## src/rtl/bibc_pkg.sv

```systemverilog
// bibc_pkg: shared types and constants for the binary image box counter
// holds field widths, operation codes, register indexes and the config struct
// depends on nothing
`timescale 1ns / 1ps

package bibc_pkg;

   localparam int ENTRY_W    = 13;   // table entry and result width
   localparam int COORD_W    = 16;   // signed query corner width
   localparam int DIM_W      = 7;    // row count / column count register width
   localparam int CNT_W      = 3;    // image_count register width
   localparam int IMG_FLD_W  = 3;    // image field width
   localparam int CSR_DATA_W = 32;
   localparam int CSR_ADDR_W = 4;

   localparam logic [CNT_W-1:0] RST_IMAGE_COUNT = 3'd4;
   localparam logic [DIM_W-1:0] RST_IMAGE_DIM   = 7'd64;

   typedef enum logic {
      OP_LOAD  = 1'b0,
      OP_QUERY = 1'b1
   } op_type;

   typedef enum logic [1:0] {
      REG_IMAGE_COUNT  = 2'd0,
      REG_IMAGE_HEIGHT = 2'd1,
      REG_IMAGE_WIDTH  = 2'd2
   } reg_index_type;

   // effective sizes as seen by the datapath
   typedef struct packed {
      logic [CNT_W-1:0] image_count;   // raw register, limited at the use
      logic [DIM_W-1:0] height;        // saturated into 1..max height
      logic [DIM_W-1:0] width;         // saturated into 1..max width
   } cfg_type;

endpackage

```

## src/rtl/bibc_csr.sv

```systemverilog
// bibc_csr: configuration registers behind the apb-style port
// produces the effective image sizes; depends on bibc_pkg
`timescale 1ns / 1ps

module bibc_csr
   import bibc_pkg::*;
#(
   parameter int MAX_HEIGHT = 64,
   parameter int MAX_WIDTH  = 64
) (
   input  logic                  clock,
   input  logic                  reset,
   input  logic                  csr_psel,
   input  logic                  csr_penable,
   input  logic                  csr_pwrite,
   input  logic [CSR_ADDR_W-1:0] csr_paddr,
   input  logic [CSR_DATA_W-1:0] csr_pwdata,
   output logic [CSR_DATA_W-1:0] csr_prdata,
   output logic                  csr_pready,
   output cfg_type               cfg
);

   logic [CNT_W-1:0] image_count_ff, image_count_in;
   logic [DIM_W-1:0] img_rows_ff, img_rows_in;
   logic [DIM_W-1:0] img_cols_ff, img_cols_in;
   logic             wr_en;
   reg_index_type    reg_idx;

   function automatic logic [DIM_W-1:0] eff_dim(input logic [DIM_W-1:0] v,
                                                input int unsigned max_v);
      if (v == '0) begin
         return DIM_W'(1);
      end
      if (32'(v) > max_v) begin
         return DIM_W'(max_v);
      end
      return v;
   endfunction

   assign csr_pready = 1'b1;
   assign wr_en      = csr_psel && csr_penable && csr_pwrite;
   assign reg_idx    = reg_index_type'(csr_paddr[CSR_ADDR_W-1:2]);

   always_comb begin
      image_count_in = image_count_ff;
      img_rows_in    = img_rows_ff;
      img_cols_in    = img_cols_ff;
      csr_prdata     = '0;
      case (reg_idx)
         REG_IMAGE_COUNT: begin
            csr_prdata = CSR_DATA_W'(image_count_ff);
            if (wr_en) begin
               image_count_in = csr_pwdata[CNT_W-1:0];
            end
         end
         REG_IMAGE_HEIGHT: begin
            csr_prdata = CSR_DATA_W'(img_rows_ff);
            if (wr_en) begin
               img_rows_in = csr_pwdata[DIM_W-1:0];
            end
         end
         REG_IMAGE_WIDTH: begin
            csr_prdata = CSR_DATA_W'(img_cols_ff);
            if (wr_en) begin
               img_cols_in = csr_pwdata[DIM_W-1:0];
            end
         end
         default: begin
            csr_prdata = '0;
         end
      endcase
   end

   always_ff @(posedge clock) begin
      if (reset) begin
         image_count_ff <= RST_IMAGE_COUNT;
         img_rows_ff    <= RST_IMAGE_DIM;
         img_cols_ff    <= RST_IMAGE_DIM;
      end else begin
         image_count_ff <= image_count_in;
         img_rows_ff    <= img_rows_in;
         img_cols_ff    <= img_cols_in;
      end
   end

   assign cfg.image_count = image_count_ff;
   assign cfg.height      = eff_dim(img_rows_ff, MAX_HEIGHT);
   assign cfg.width       = eff_dim(img_cols_ff, MAX_WIDTH);

endmodule

```

## config.mk

```make
export PLATFORM = sky130hd
export DESIGN_NAME = bibc_csr
export DESIGN_NICKNAME = d
export VERILOG_FILES = /design/src/rtl/bibc_pkg.sv /design/src/rtl/bibc_csr.sv
export SDC_FILE = /design/constraint.sdc
export NUM_CORES = 1
export LEC_CHECK = 0
export ABC_AREA = 1
export BUFFER_PORTS_ARGS = -buffer_cell sky130_fd_sc_hd__buf_2
export CAP_MARGIN = 20
export CORE_MARGIN = 4
export CORE_UTILIZATION = 44
export CTS_BUF_LIST = sky130_fd_sc_hd__clkbuf_4 sky130_fd_sc_hd__clkbuf_8
export CTS_CLUSTER_DIAMETER = 100
export CTS_CLUSTER_SIZE = 40
export DETAILED_ROUTE_END_ITERATION = 10
export HOLD_SLACK_MARGIN = 0.15
export PLACE_DENSITY_LB_ADDON = 0.2
export SLEW_MARGIN = 15
export SYNTH_ARGS = -nofsm -noshare
export SYNTH_HDL_FRONTEND = slang
export SYNTH_SLANG_ARGS = --single-unit
```

## constraint.sdc

```tcl
create_clock -name clock -period 2.2 [get_ports clock]
set_clock_uncertainty 0.2 [all_clocks]
set_input_delay 0.55 -clock clock [delete_from_list [all_inputs] [get_ports clock]]
set_output_delay 0.55 -clock clock [all_outputs]
set_load 0.05 [all_outputs]
```

# == Yosys cells after proc, flatten, opt, wreduce, memory -nomap -nowiden ==
# Index checks and enable logic that the tools add are counted.
# word_totals
wordCells,30
out_inout_bits,50
in_bits,41
ff_bits,17
# classes
n_eq_ne,2
n_lt_le_gt_ge,2
mux,15
n_reduce_logical,8
# op_table
op,n
$mux 7,8
$pmux 7 s3,1
$gt 7x7->1 const B,2
$logic_not 7->1,2
$mux 1,6
$reduce_and 2->1,3
$eq 2x1->1 const B,1
$eq 2x2->1 const B,1
$logic_and 1x1->1,2
$logic_not 2->1,1

# == Logic depth before layout (Yosys ltp) ==
# depth
word_depth,5
depth_mapped,6

# == Worst setup path before layout ==
# No wires, ideal clock.
# synth_timing
kind,input port to output port
startpoint,input csr_paddr[3]
endpoint,output csr_prdata[6]
arrival_time_ns,1.834
slack_ns,-0.384
n_path_buf,0
stages,3
path_cell_list,inv_2 -> nand2_4 -> o21ai_0
# synth_via
elab_chain_cells,2
elab_cells_between_ends,4
# synth_lines
item,line_no,rtl
"start, declared",bibc_csr.sv:16,"input logic [CSR_ADDR_W-1:0] csr_paddr,"
"$eq 2x2->1, or another cell as far along",bibc_csr.sv:49,case (reg_idx)
$pmux 7 s3 (*),bibc_csr.sv:49,
"end, declared",bibc_csr.sv:18,"output logic [CSR_DATA_W-1:0] csr_prdata,"
# Mark *: on every way between the ends. The rest lies on a longest branch, timed or not.

# == Worst setup path after layout ==
# layout_timing
startpoint,input csr_paddr[3]
endpoint,output csr_prdata[2]
# Same word-level chain as after synthesis.

==> results by group <==
Drt
  • Vias/cell: around 4.6
  • Final WL: between 2000 and 3000 um
  • Drt initial violations: 20
  • Antenna-violating nets left: 0
  • DR vias: 1158
  • Drt pass-1 iters: 4
  • Routed length per placed instance: approximately 11 um
  • Residual DRC: 0

Floorplanning
  • Die W: about 60 um
  • Io pins: between 90 and 100
  • Rows: 18
  • Die height: between 60 and 70 um
  • Die area: 0.00361 sq mm
  • Core Area: 0.00252 sq mm
  • Initial core utilization: 0.473

Timing
  • Worst setup margin: 0.0724 ns
  • Fin. Hold Viols: 0
  • Unrepaired setup endpoints after global routing: false
  • Tcrit/Tclk final: 0.967
  • Final setup violation count: 0
  • Final Max Tran Viols: 0
  • Min Tclk post-route: 2.13 ns
  • Max Clk Rate: approximately 470 MHz
  • Setup TNS: 0 ns
  • Hold_ws: 0.287 ns

Place
  • Inst Count DP: approximately 250
  • Post-DP Area: between 0.001 and 0.0015 sq mm
  • Dpl hpwl: approximately 2300 um
  • Port bufs: 37
  • Final Wtd Congestion: between 0.8 and 0.9
  • Pre-CTS WS: -0.0211 ns

Setup path
  • Slowest cell on the critical path: buf_4
  • Max FO, Critical Path: 7
  • Crit start category: input port
  • Critical Path, Cell by Cell: clkbuf_4, inv_16, nand2_8, o211ai_1, buf_4
  • Setup CP Type: input port to primary output
  • Reg2Reg Capture Point: img_cols_ff[6]$_SDFFE_PP1P_
  • Launching point of the worst reg2reg path: img_cols_ff[6]$_SDFFE_PP1P_
  • R2r setup slk: approximately 1.2 ns
  • Req. time, crit path: about 1.5 ns
  • Arr. time, crit path: between 1 and 1.5 ns
  • R2R depth: 2
  • Worst Setup End Kind: primary output
  • Crit path largest cell delay: 0.23 ns
  • Setup crit start: csr_paddr[3]

Yosys
  • Top cells by area, synth: dfxtp_1 29%, buf_4 17%, nor2_1 14%, nand2_1 8.5%, nand3_1 8.0%
  • Cell taking the most area after synthesis: dfxtp_1
  • Synth Register Bits: 17
  • Unique masters post-synth: 20
  • Top post-synthesis cells by count: 43 x nor2_1, 27 x buf_4, 27 x nand2_1, 19 x nand3_1
  • Syn Inst Count: around 180
  • Syn Area/Cell: ~6.5 sq um
  • YS warnings: 0
  • Top-count cell post-synth: nor2_1
  • Number of flops mapped to enable cells by yosys: 0
  • Post-synth top flop: dfxtp_1
  • Post-synthesis cell area: around 0.0012 sq mm
  • Sequential area share after synthesis: 0.285
  • Top cell type's share of synthesized area: 0.285
  • Post-synth ARST share: 0

Clock network
  • Clk sink count: 17
  • Hold buffer count at cts: 0
  • H-Tree Depth: 1
  • Worst-Skew Late Latency: between 0.2 and 0.3 ns
  • Clock transition at path regs: ~0.11 ns
  • Post CTS Setup Buffer Count: 0
  • CTS Buf Count: 3
  • CTS tree: built
  • Clock buffer depth: 2
  • Root Buffer: clkbuf_4

GRT
  • GRT Total Usage: 0.160
  • Gr ovfl total: 0
  • M1 GR Usage: 0.199
  • Initial antenna violation count: 0
  • GRT Max-Usage Layer: met2
  • Met3 Use GR: 0.0410
  • First-pass GRT wire length: 4350 um
  • M2 GR Usage: 0.267
  • Number of global-route vias before repair: just over 1000
  • Pin count of the biggest net entering global routing: 18

Hold path
  • Hold Path End: img_rows_ff[6]$_SDFFE_PP1P_
  • Hold_sp: csr_pwdata[6]
  • Worst hold stages: 3
  • Hold WC Path Type: input port to register

Cells and area
  • Fill cells: roughly 270
  • N_diodes: 0
  • Layout area overhead: 17.8%
  • NumNets Final: about 260
  • Final Non-Filler Cells: 250
  • Cell area after layout: ~0.0014 sq mm
  • Share of layout cells above drive strength 1: 0.255
  • Layout Utilization: 0.557

Pwr
  • Worst VDD drop: about 0.35 mV
  • Pwr/cell area: between 500 and 600 mW/mm^2
  • Lkg Pwr: slightly above 0.7 nW
  • Total power: 0.731 mW

Run
  • Max-Cap Viols: 0

Run status
  • Status: finished clean
-- cell type report --
| class | instances | area, sq um | share of cell area |
|---|---|---|---|
| Clock buffer | 3 | 22.5 | 0.0160 |
| Timing Repair Buffer | 41 | 228 | 0.162 |
| Clock inverter | 1 | 5.00 | 0.00356 |
| Inverter | 20 | 108 | 0.0766 |
| Tap cell | 30 | 37.5 | 0.0267 |
| Sequential cell | 17 | 340 | 0.242 |
| Multi-Input combinational cell | 138 | 664 | 0.473 |
-- flip-flops by register name (all words and copies together) (netlist names) --
register	flops
img_cols_ff	7
img_rows_ff	7
image_count_ff	3
-- worst max-delay path: cells and delay by family --
family / cells / cell delay (ns)
compound gates: 1 / 0.22
buf+inv: 3 / 0.53
simple gates: 1 / 0.07
-- cell families (layout without fill, tap and decap cells) --
group / after synthesis / count (layout) / synth area share
AOI/OAI and AO/OA: 15 / 15 / 0.0766
buffers and inverters: 52 / 65 / 0.250
DFF: 17 / 17 / 0.285
other: 2 / 26 / 0.00630
and+or+nand+nor: 97 / 97 / 0.382
-- placed cells by master (no fill, tap or decap) --
cell type / n
nor2_2: 1
nand3_2: 1
a21boi_1: 2
conb_1: 26
o21ai_0: 3
clkinv_2: 1
buf_4: 7
o211ai_1: 3
inv_16: 2
nand2_8: 2
a21oi_1: 2
clkinv_1: 1
dfxtp_1: 17
inv_1: 17
o22ai_1: 3
nand3_1: 19
clkbuf_4: 5
nor2_4: 4
o21ai_1: 2
nand2_1: 27
nor2_8: 1
nor2_1: 42
buf_2: 32
-- where the power goes --
| part | total, mW | leakage (nW) | internal [mW] | switching (mW) |
|---|---|---|---|---|
| registers | 0.321 | 0.138 | 0.314 | 0.00660 |
| logic | 0.241 | 0.549 | 0.0451 | 0.195 |
| clock network | 0.170 | 0.0177 | 0.0676 | 0.102 |
| total | 0.731 | 0.705 | 0.427 | 0.304 |
-- layer usage --
metal | part of all wire | vias up | routed length [um]
met5 | 0 | - | 0
met4 | 0.0086 | 0 | 24
met3 | 0.089 | 4 | 248
met2 | 0.49 | 48 | 1370
met1 | 0.41 | 519 | 1140
li1 | - | 587 | -
-- worst max path at each step --
stage | end | cells after the start
5_1_grt | csr_prdata[6] | 6
3_3_place_gp | csr_prdata[0] | 5
2_1_floorplan | csr_prdata[2] | 3
4_1_cts | csr_prdata[2] | 5
3_5_place_dp | csr_prdata[1] | 5
6_report | csr_prdata[2] | 5
-- repair_timing --
item | 4_1_cts | 5_1_grt
setup endpoints to repair | 3 | 4
cloned | 0 | 0
gates resized for setup | 3 | 3
Note: power is estimated with default switching activity, not from simulation.
