## src/rtl/bibc_pkg.sv

```systemverilog
// bibc_pkg: shared types and constants for the binary image box counter
// holds field widths, operation codes, register indexes and the config struct
// depends on nothing
`timescale 1ns / 1ps

package bibc_pkg;

   localparam int ENTRY_W    = 13;   // table entry and result width
   localparam int COORD_W    = 16;   // signed query corner width
   localparam int DIM_W      = 7;    // row count / column count register width
   localparam int CNT_W      = 3;    // image_count register width
   localparam int IMG_FLD_W  = 3;    // image field width
   localparam int CSR_DATA_W = 32;
   localparam int CSR_ADDR_W = 4;

   localparam logic [CNT_W-1:0] RST_IMAGE_COUNT = 3'd4;
   localparam logic [DIM_W-1:0] RST_IMAGE_DIM   = 7'd64;

   typedef enum logic {
      OP_LOAD  = 1'b0,
      OP_QUERY = 1'b1
   } op_type;

   typedef enum logic [1:0] {
      REG_IMAGE_COUNT  = 2'd0,
      REG_IMAGE_HEIGHT = 2'd1,
      REG_IMAGE_WIDTH  = 2'd2
   } reg_index_type;

   // effective sizes as seen by the datapath
   typedef struct packed {
      logic [CNT_W-1:0] image_count;   // raw register, limited at the use
      logic [DIM_W-1:0] height;        // saturated into 1..max height
      logic [DIM_W-1:0] width;         // saturated into 1..max width
   } cfg_type;

endpackage

```

## src/rtl/bibc_ctrl.sv

```systemverilog
// bibc_ctrl: sequencer for pixel loads and rectangle queries
// drives the table port, keeps the load position and the result register
// depends on bibc_pkg
`timescale 1ns / 1ps

module bibc_ctrl
   import bibc_pkg::*;
#(
   parameter int NUM_IMAGES = 4,
   parameter int MAX_WIDTH  = 64,
   parameter int IMG_W      = 2,
   parameter int ROW_W      = 6,
   parameter int COL_W      = 6,
   parameter int ADDR_W     = 14
) (
   input  logic                        clock,
   input  logic                        reset,
   input  cfg_type                     cfg,
   input  logic                        req_valid,
   output logic                        req_stall,
   input  logic                        req_op,
   input  logic [IMG_FLD_W-1:0]        req_image,
   input  logic                        req_pixel,
   input  logic                        req_first_pixel,
   input  logic signed [COORD_W-1:0]   req_row_low,
   input  logic signed [COORD_W-1:0]   req_col_low,
   input  logic signed [COORD_W-1:0]   req_row_high,
   input  logic signed [COORD_W-1:0]   req_col_high,
   output logic                        rsp_valid,
   input  logic                        rsp_stall,
   output logic [ENTRY_W-1:0]          rsp_pixel_count,
   output logic                        mem_en,
   output logic                        mem_we,
   output logic [ADDR_W-1:0]           mem_addr,
   output logic [ENTRY_W-1:0]          mem_wdata,
   input  logic [ENTRY_W-1:0]          mem_rdata
);

   localparam int RUN_W = $clog2(MAX_WIDTH + 1);

   typedef enum logic [4:0] {
      ST_IDLE   = 5'b00001,
      ST_LD_WR  = 5'b00010,
      ST_QUERY  = 5'b00100,
      ST_Q_LAST = 5'b01000,
      ST_REPLY  = 5'b10000
   } state_type;

   state_type          state_ff, state_in;
   logic [1:0]         step_ff, step_in;
   logic [ROW_W-1:0]   row_ff, row_in;
   logic [COL_W-1:0]   col_ff, col_in;
   logic [RUN_W-1:0]   run_ff, run_in;
   logic               rsp_valid_ff, rsp_valid_in;
   logic [ENTRY_W-1:0] rsp_count_ff, rsp_count_in;

   // payload registers of the item in flight
   logic [IMG_W-1:0]   img_ff, img_in;
   logic [ADDR_W-1:0]  ld_addr_ff, ld_addr_in;
   logic [RUN_W-1:0]   ld_run_ff, ld_run_in;
   logic               ld_above_ff, ld_above_in;
   logic [ROW_W-1:0]   r0m1_ff, r0m1_in, r1_ff, r1_in;
   logic [COL_W-1:0]   c0m1_ff, c0m1_in, c1_ff, c1_in;
   logic               r0nz_ff, r0nz_in, c0nz_ff, c0nz_in;
   logic [ENTRY_W-1:0] acc_ff, acc_in;

   logic               accept;
   logic               img_ok;
   logic               restart;
   logic [ROW_W-1:0]   pos_row;
   logic [COL_W-1:0]   pos_col;
   logic [RUN_W-1:0]   run_new;
   logic [ROW_W-1:0]   q_r0, q_r1;
   logic [COL_W-1:0]   q_c0, q_c1;
   logic               inverted;
   logic [3:0]         term_en;
   logic [1:0]         acc_idx;
   logic [ROW_W-1:0]   q_row;
   logic [COL_W-1:0]   q_col;
   logic               out_free;

   function automatic logic [DIM_W-1:0] clamp_coord(input logic signed [COORD_W-1:0] v,
                                                    input logic [DIM_W-1:0] n);
      logic signed [COORD_W-1:0] n_s;
      n_s = signed'(COORD_W'(n));
      if (v < 0) begin
         return '0;
      end
      if (v >= n_s) begin
         return n - DIM_W'(1);
      end
      return DIM_W'(v);
   endfunction

   assign req_stall = (state_ff != ST_IDLE);
   assign accept    = req_valid && !req_stall;
   assign img_ok    = (32'(req_image) < 32'(cfg.image_count)) &&
                      (32'(req_image) < NUM_IMAGES);
   assign out_free  = !rsp_valid_ff || !rsp_stall;

   // load position, restarted on a first pixel or when a size change leaves it outside the image
   assign restart = req_first_pixel || (32'(row_ff) >= 32'(cfg.height)) ||
                    (32'(col_ff) >= 32'(cfg.width));
   assign pos_row = restart ? '0 : row_ff;
   assign pos_col = restart ? '0 : col_ff;
   assign run_new = (restart ? '0 : run_ff) + RUN_W'(req_pixel);

   // clamped query corners
   assign inverted = (req_row_low > req_row_high) || (req_col_low > req_col_high);
   assign q_r0 = ROW_W'(clamp_coord(req_row_low, cfg.height));
   assign q_r1 = ROW_W'(clamp_coord(req_row_high, cfg.height));
   assign q_c0 = COL_W'(clamp_coord(req_col_low, cfg.width));
   assign q_c1 = COL_W'(clamp_coord(req_col_high, cfg.width));

   // corner terms: high/high add, low/low add, low row sub, low col sub
   assign term_en = {c0nz_ff, r0nz_ff, r0nz_ff && c0nz_ff, 1'b1};
   assign acc_idx = (state_ff == ST_Q_LAST) ? 2'd3 : (step_ff - 2'd1);

   always_comb begin
      case (step_ff)
         2'd0: begin
            q_row = r1_ff;
            q_col = c1_ff;
         end
         2'd1: begin
            q_row = r0m1_ff;
            q_col = c0m1_ff;
         end
         2'd2: begin
            q_row = r0m1_ff;
            q_col = c1_ff;
         end
         2'd3: begin
            q_row = r1_ff;
            q_col = c0m1_ff;
         end
         default: begin
            q_row = r1_ff;
            q_col = c1_ff;
         end
      endcase
   end

   always_comb begin
      state_in     = state_ff;
      step_in      = step_ff;
      row_in       = row_ff;
      col_in       = col_ff;
      run_in       = run_ff;
      rsp_valid_in = rsp_valid_ff;
      rsp_count_in = rsp_count_ff;
      img_in       = img_ff;
      ld_addr_in   = ld_addr_ff;
      ld_run_in    = ld_run_ff;
      ld_above_in  = ld_above_ff;
      r0m1_in      = r0m1_ff;
      r1_in        = r1_ff;
      c0m1_in      = c0m1_ff;
      c1_in        = c1_ff;
      r0nz_in      = r0nz_ff;
      c0nz_in      = c0nz_ff;
      acc_in       = acc_ff;
      mem_en       = 1'b0;
      mem_we       = 1'b0;
      mem_addr     = ld_addr_ff;
      mem_wdata    = (ld_above_ff ? mem_rdata : '0) + ENTRY_W'(ld_run_ff);

      if (rsp_valid_ff && !rsp_stall) begin
         rsp_valid_in = 1'b0;
      end

      case (state_ff)
         ST_IDLE: begin
            if (accept) begin
               img_in = IMG_W'(req_image);
               if (req_op == OP_LOAD) begin
                  if (img_ok) begin
                     ld_addr_in  = {IMG_W'(req_image), pos_row, pos_col};
                     ld_run_in   = run_new;
                     ld_above_in = (pos_row != '0);
                     // fetch the entry one row above
                     mem_en   = (pos_row != '0);
                     mem_addr = {IMG_W'(req_image), pos_row - ROW_W'(1), pos_col};
                     if (32'(pos_col) + 32'd1 >= 32'(cfg.width)) begin
                        col_in = '0;
                        run_in = '0;
                        if (32'(pos_row) + 32'd1 >= 32'(cfg.height)) begin
                           row_in = '0;
                        end else begin
                           row_in = pos_row + ROW_W'(1);
                        end
                     end else begin
                        col_in = pos_col + COL_W'(1);
                        row_in = pos_row;
                        run_in = run_new;
                     end
                     state_in = ST_LD_WR;
                  end
               end else begin
                  acc_in  = '0;
                  r1_in   = q_r1;
                  c1_in   = q_c1;
                  r0m1_in = q_r0 - ROW_W'(1);
                  c0m1_in = q_c0 - COL_W'(1);
                  r0nz_in = (q_r0 != '0);
                  c0nz_in = (q_c0 != '0);
                  step_in = 2'd0;
                  if (!img_ok || inverted) begin
                     state_in = ST_REPLY;
                  end else begin
                     state_in = ST_QUERY;
                  end
               end
            end
         end
         ST_LD_WR: begin
            mem_en   = 1'b1;
            mem_we   = 1'b1;
            state_in = ST_IDLE;
         end
         ST_QUERY: begin
            mem_en   = term_en[step_ff];
            mem_addr = {img_ff, q_row, q_col};
            if (step_ff != 2'd0 && term_en[acc_idx]) begin
               acc_in = acc_idx[1] ? (acc_ff - mem_rdata) : (acc_ff + mem_rdata);
            end
            if (step_ff == 2'd3) begin
               state_in = ST_Q_LAST;
            end else begin
               step_in = step_ff + 2'd1;
            end
         end
         ST_Q_LAST: begin
            if (term_en[acc_idx]) begin
               acc_in = acc_idx[1] ? (acc_ff - mem_rdata) : (acc_ff + mem_rdata);
            end
            state_in = ST_REPLY;
         end
         ST_REPLY: begin
            if (out_free) begin
               rsp_valid_in = 1'b1;
               rsp_count_in = acc_ff;
               state_in     = ST_IDLE;
            end
         end
         default: begin
            state_in = ST_IDLE;
         end
      endcase
   end

   always_ff @(posedge clock) begin
      if (reset) begin
         state_ff     <= ST_IDLE;
         step_ff      <= '0;
         row_ff       <= '0;
         col_ff       <= '0;
         run_ff       <= '0;
         rsp_valid_ff <= 1'b0;
      end else begin
         state_ff     <= state_in;
         step_ff      <= step_in;
         row_ff       <= row_in;
         col_ff       <= col_in;
         run_ff       <= run_in;
         rsp_valid_ff <= rsp_valid_in;
      end
   end

   always_ff @(posedge clock) begin
      rsp_count_ff <= rsp_count_in;
      img_ff       <= img_in;
      ld_addr_ff   <= ld_addr_in;
      ld_run_ff    <= ld_run_in;
      ld_above_ff  <= ld_above_in;
      r0m1_ff      <= r0m1_in;
      r1_ff        <= r1_in;
      c0m1_ff      <= c0m1_in;
      c1_ff        <= c1_in;
      r0nz_ff      <= r0nz_in;
      c0nz_ff      <= c0nz_in;
      acc_ff       <= acc_in;
   end

   assign rsp_valid       = rsp_valid_ff;
   assign rsp_pixel_count = rsp_count_ff;

endmodule

```

## config.mk

```make
export PLATFORM = sky130hd
export DESIGN_NAME = bibc_ctrl
export DESIGN_NICKNAME = d
export VERILOG_FILES = /design/src/rtl/bibc_pkg.sv /design/src/rtl/bibc_ctrl.sv
export SDC_FILE = /design/constraint.sdc
export NUM_CORES = 1
export LEC_CHECK = 0
export BUFFER_PORTS_ARGS = -buffer_cell sky130_fd_sc_hd__buf_2
export CAP_MARGIN = 20
export CORE_MARGIN = 2
export CORE_UTILIZATION = 40
export CTS_CLUSTER_DIAMETER = 60
export DETAILED_ROUTE_END_ITERATION = 7
export GPL_TIMING_DRIVEN = 0
export PLACE_DENSITY = 0.59
export SETUP_SLACK_MARGIN = 0.1
export SLEW_MARGIN = 20
export SYNTH_ARGS = -nofsm -noshare
export SYNTH_HDL_FRONTEND = slang
export SYNTH_SLANG_ARGS = --single-unit
```

## constraint.sdc

```tcl
create_clock -name clock -period 5.05 [get_ports clock]
set_input_delay 1.01 -clock clock [delete_from_list [all_inputs] [get_ports clock]]
set_output_delay 1.01 -clock clock [all_outputs]
set_load 0.005 [all_outputs]
```

# Word level (Yosys, flattened, before mapping)
# Index checks and enable logic that the tools add are counted.
# classes
addsub	15
magnitude_cmp	18
n_eq_ne	17
mux	72
n_bitwise	1
n_reduce_logical	32
# op_table
cell	count
two-way mux 6 bit	21
two-way mux 13 bit	6
greater-or-equal comparator 16 x 8 -> 1 bit	4
less-than comparator 16 x 1 -> 1 bit (second input constant)	4
two-way mux 14 bit	3
case mux 13 bit (3 select lines)	1
greater-than comparator 16 bit	2
two-way mux 5 bit	6
subtractor 6 x 1 -> 6 bit (second input constant)	5
case mux 14 bit (2 select lines)	1
case mux 6 bit (2 select lines)	2
two-way mux 1 bit	21
case mux 5 bit (4 select lines)	1
nonzero test 6 bit	3
adder 6 x 1 -> 7 bit (second input constant)	2
greater-or-equal comparator 6 x 7 -> 1 bit	2
greater-or-equal comparator 7 bit	2
two-way mux 7 bit	2
adder 13 bit	1
adder 13 x 7 -> 13 bit	1
subtractor 13 bit	1
adder 6 x 1 -> 6 bit (second input constant)	2
!= test 2 bit (second input constant)	6
AND reduction 4 bit	3
other kinds (31)	53
# word_totals
register_bits	103
inputBits	104
out_inout_bits	44
wordCells	173

# Longest topological paths before layout
# logic_depth
depth_word	9
mapped_depth	21
ltp_nobuf	20

# Worst setup path before layout
# Ideal clock, no wire load.
# synth_path
path_type	input -> register
startpoint	in cfg[7] (netlist bit)
endpoint	reg row_ff[3]
setup_ns	0.059
arrival_ns	4.650
required_ns	4.991
slack_ns	0.341
path_stages	20
path_buffers	1
path_cell_list	ha_1 > nand2b_1 > a2111oi_0 > o32a_1 > o311a_1 > buf_2 > nand2_1 > inv_1 > ha_1 > nand3_1 > and2_1 > o21a_1 > ha_1 > and3_1 > a221o_1 > a31oi_1 > nand3_1 > nor3_1 > o21ai_0 > nand2_1
# synth_between
elab_chain_len	8
elab_cells_between_ends	12
cone_classes	3 x add/sub; 3 x order compare; 4 x mux; 2 x reduce/logical
# synth_rtl
item	line	rtl
start, declared	bibc_ctrl.sv:18	input cfg_type cfg,
greater-or-equal comparator 6 x 7 -> 1 bit (*)	bibc_ctrl.sv:102	assign restart = req_first_pixel || (32'(row_ff) >= 32'(cfg.height)) ||
logical OR 1 bit (*) (2 in series)	bibc_ctrl.sv:102	
two-way mux 6 bit (*)	bibc_ctrl.sv:104	assign pos_row = restart ? '0 : row_ff;
named net pos_row[1]	bibc_ctrl.sv:70	logic [ROW_W-1:0] pos_row;
adder 6 x 1 -> 7 bit	bibc_ctrl.sv:187	if (32'(pos_row) + 32'd1 >= 32'(cfg.height)) begin
greater-or-equal comparator 7 bit	bibc_ctrl.sv:187	
two-way mux 6 bit (*)	bibc_ctrl.sv:187	
two-way mux 6 bit (*)	bibc_ctrl.sv:184	if (32'(pos_col) + 32'd1 >= 32'(cfg.width)) begin
end signal, assigned	bibc_ctrl.sv:263	row_ff <= row_in;
end, declared	bibc_ctrl.sv:51	logic [ROW_W-1:0] row_ff, row_in;
# The timed path passes the listed nets; every way through them passes the cells marked *.
# A chain may end at the register's enable or synchronous reset.

# Worst setup path after layout
# layout_path
startpoint	in cfg[7] (netlist bit)
endpoint	reg col_ff[4]
# layout_between
elab_chain_len	7
elab_cells_between_ends	8
cone_classes	2 x add/sub; 2 x order compare; 2 x mux; 2 x reduce/logical
# layout_rtl
item	line	rtl
greater-or-equal comparator 6 x 7 -> 1 bit (*)	bibc_ctrl.sv:102	
logical OR 1 bit (*) (2 in series)	bibc_ctrl.sv:102	
two-way mux 6 bit (*)	bibc_ctrl.sv:105	assign pos_col = restart ? '0 : col_ff;
adder 6 x 1 -> 7 bit	bibc_ctrl.sv:184	
greater-or-equal comparator 7 bit	bibc_ctrl.sv:184	
two-way mux 6 bit (*)	bibc_ctrl.sv:184	
end signal, assigned	bibc_ctrl.sv:264	col_ff <= col_in;
end, declared	bibc_ctrl.sv:52	logic [COL_W-1:0] col_ff, col_in;
# Mark *: on every way between the ends. The rest lies on a longest branch, timed or not.

==> key figures <==
Status
  – Run status: finished clean

Critical path
  – Cell chain of the critical path: clkbuf_4 > ha_1 > nand2b_1 > a2111oi_2 > o32a_1 > buf_4 > o311ai_4 > clkbuf_4 > clkbuf_2 > a21oi_1 > ha_1 > a2111oi_2 > o21ai_1 > and2_4 > nor3_4 > buf_6 > a21oi_1 > o22ai_1
  – Reg2reg end: col_ff[4]
  – Req. time, crit path: 5320 ps
  – Worst-path cell with the longest stage delay: a2111oi_2
  – Critical Path Max Stage Delay: 400 ps
  – Critical path class: input pin to flip-flop
  – Crit path buf inv count: 5
  – Register-to-Register Setup Slack: around 580 ps
  – CP arrival: just over 5000 ps
  – Startpoint types: input pin
  – Peak fanout along the critical path: 10
  – Critical Path Sink Type: flip-flop
  – Worst r2r src: row_ff[0]
  – Top delay family on crit path: compound AO/OA/AOI/OAI gates
  – Worst reg-to-reg path cell count: 18

Logic synthesis
  – Area of the mapped netlist: 8680 µm²
  – EDFF count, synth: 76
  – Ys flop type: edfxtp_1
  – Sequential area share after synthesis: 0.325
  – Cell count after synthesis: 984
  – Synth async-reset ratio: 0
  – Synthesis warning total: 0
  – Syn Nets: 1211
  – Distinct cells, synth: 74
  – Syn avg cell area: just under 9 µm²
  – Register bit count reported by yosys: 103

Cells and area
  – Layout cell share with drive strength beyond 1: 0.193
  – Multi-input logic area: around 5500 µm²
  – Fin nets: approximately 1400
  – Finished Layout Cells: 1427
  – Layout Utilization: 0.486
  – Most common cell after layout, fill and taps aside: buf_2
  – # fillers: 2068
  – Ant diodes: 0
  – Register area: 2820 µm²
  – Most frequent cells in the layout: buf_2 (147), ha_1 (118), nor2_1 (88)
  – Synthesis-to-finish area growth: 18.3%

Global routing
  – Most Used Layer, Global Route: met2
  – Overflow after GRT: 0
  – First-pass GRT wire length: 36200 µm
  – Tot GR Track Use: 0.202
  – M3 GR Usage: 0.0223
  – Initial antenna violation count: 0
  – Via count of the first global-routing pass: about 7300
  – GRT met2 Usage: 0.349
  – Pin count of the biggest net entering global routing: 30
  – M1 GR Usage: 0.266

Floorplan
  – Die Y: 151 µm
  – Total core area: between 20000 and 25000 µm²
  – Row count: 53
  – Die X: around 150 µm
  – Starting Density: 0.410
  – # IOs: 148
  – Full die area: 22900 µm²

Drt
  – Vias post-DR: 7632
  – Final WL: 22700 µm
  – DR iter-0 viols: 429
  – Vias per std cell: 5.35
  – First-pass DRT Iterations: 5
  – Post-DRT Antenna Nets: 0
  – DR WL/cell: 15.9 µm
  – DRC: 0

Power
  – Max VDD drop: 0.000157 V
  – LEAKAGE: 4.55 nW
  – Power Total: between 2 and 2.5 mW
  – Pwr dens: around 210 nW/µm²

Timing
  – Fin crit share: 0.946
  – Min Hold Slack: 454 ps
  – Tmin final: 4780 ps
  – Final hold vios: 0
  – Worst Tran Pin Value: roughly 1000 ps
  – Relative slew slack: 0.330
  – Slew Viols, Final: 0
  – Final setup fails: 0
  – RSZ-0062 raised after global routing: true
  – Clock skew: 9.99 ps
  – Fmax: around 210 MHz

Hold path
  – Hold Crit Endpoint: rsp_pixel_count[0]
  – Hold crit path type: flip-flop to flip-flop
  – WHS Path Cells: 0
  – Hold Crit Start: acc_ff[0]

Placed design
  – DP Wirelength: 18400 µm
  – DP Cell Count: 1403
  – Placer congestion estimate: between 0.8 and 0.9
  – IO Port Bufs: 144

CTS
  – CTS tree: built
  – H-tree depth: 3
  – Worst-path clk slew: 60 ps
  – Worst-Skew Late Latency: 350 ps
  – Hold buffers post-CTS: 0
  – CTS Sinks: 103
  – Bufs on Longest Clock Path: 2
  – Clk root buf: clkbuf_16
  – TritonCTS buffer count: 9

Job
  – Max-Cap Viols: 0
## worst register-to-register path, delay by kind of cell, from the launching register on
kind | cells | cell delay, ps
adders and majority gates | 2 | 560
buffers and inverters | 5 | 920
AOI/OAI and AO/OA | 8 | 1730
DFF | 1 | 470
and+or+nand+nor | 3 | 690
## state kept, by name (all words and copies together) (netlist names)
register and cells:
acc_ff 13, c0m1_ff 6, c0nz_ff 1, c1_ff 6
col_ff 6, img_ff 2, ld_above_ff 1, ld_addr_ff 14
ld_run_ff 7, r0m1_ff 6, r0nz_ff 1, r1_ff 6
row_ff 6, rsp_pixel_count 13, rsp_valid 1, run_ff 7
state_ff 5, step_ff 2
## cell type report
cell class,count,area share
buffer,25,0.0123
sequential,103,0.275
clock inverter,4,0.00451
tap,275,0.0335
clock buffer,12,0.0240
timing repair buffer,153,0.0773
inverter,91,0.0337
multi-input combinational,764,0.540
## Yosys cell counts (3+ instances only)
cell type | instances | area [µm²]
a21o_1 | 15 | 113
a211oi_1 | 15 | 113
buf_2 | 7 | 35.0
xor2_1 | 23 | 201
clkbuf_1 | 17 | 63.8
a211o_1 | 7 | 61.3
o22ai_1 | 8 | 50.1
mux2_2 | 5 | 56.3
nand2b_1 | 10 | 62.6
ha_1 | 121 | 1510
nand2_1 | 82 | 308
o21ai_0 | 49 | 245
nor2b_1 | 13 | 81.3
nor3_1 | 20 | 100
and3_1 | 10 | 62.6
nand4_1 | 14 | 87.6
or3_1 | 9 | 56.3
nor3b_1 | 4 | 30.0
a21boi_0 | 6 | 45.0
inv_1 | 90 | 338
nand3_1 | 23 | 115
a21oi_1 | 79 | 395
nor4_1 | 10 | 62.6
and2_1 | 20 | 125
o32a_1 | 3 | 30.0
xnor2_1 | 24 | 210
mux2i_1 | 19 | 190
dfxtp_1 | 27 | 541
o31ai_1 | 10 | 75.1
or2_2 | 5 | 31.3
a22oi_1 | 5 | 37.5
a2111oi_0 | 4 | 35.0
o211ai_1 | 6 | 45.0
edfxtp_1 | 76 | 2280
o21a_1 | 8 | 60.1
nor2_1 | 89 | 334
## per-stage QoR
| step | setup TNS (ps) | setup slack, ps | cell area [µm²] |
|---|---|---|---|
| after floorplan | 0 | 341 | 8680 |
| after global placement | -11930 | -885 | 9750 |
| after detailed placement | -12190 | -857 | 9750 |
| after CTS | 0 | 104 | 10100 |
| after global routing | 0 | 27.5 | 10300 |
| final | 0 | 274 | 10300 |
## cell families after synthesis
family / Yosys count / share of synthesized area
compound gates: 245 / 0.181
xor+xnor: 47 / 0.0474
fa+ha+maj: 123 / 0.179
buf+inv: 117 / 0.0526
flops: 103 / 0.325
mux: 24 / 0.0284
simple gates: 325 / 0.186
## power by group
part | switching, mW | leakage [nW] | internal, mW
clock network | 0.297 | 0.140 | 0.396
registers | 0.0116 | 0.918 | 0.939
logic | 0.272 | 3.49 | 0.198
total | 0.581 | 4.55 | 1.53
## metal layers
metal | part of all wire | vias to the layer above
met3 | 0.040 | 23
li1 | - | 3903
met2 | 0.47 | 150
met5 | 0 | -
met4 | 0.016 | 0
met1 | 0.47 | 3556
## timing repair
action / in CTS / in global routing
pin swaps: 3 / 8
gates cloned: 0 / 1
resized for setup: 17 / 33
setup endpoints to repair: 31 / 26
setup buffers: 4 / 4
## worst max path at each step
stage                endpoint  slack (ps)  cells after the start  startpoint
floorplan           row_ff[3]         340                     20      cfg[7]
global placement    row_ff[4]        -890                     21      cfg[7]
detailed placement  row_ff[4]        -860                     21      cfg[7]
CTS                 row_ff[4]         100                     20      cfg[7]
global route        col_ff[4]          30                     22      cfg[7]
finish              col_ff[4]         270                     18      cfg[7]
Power figures use the tool's default switching activity.
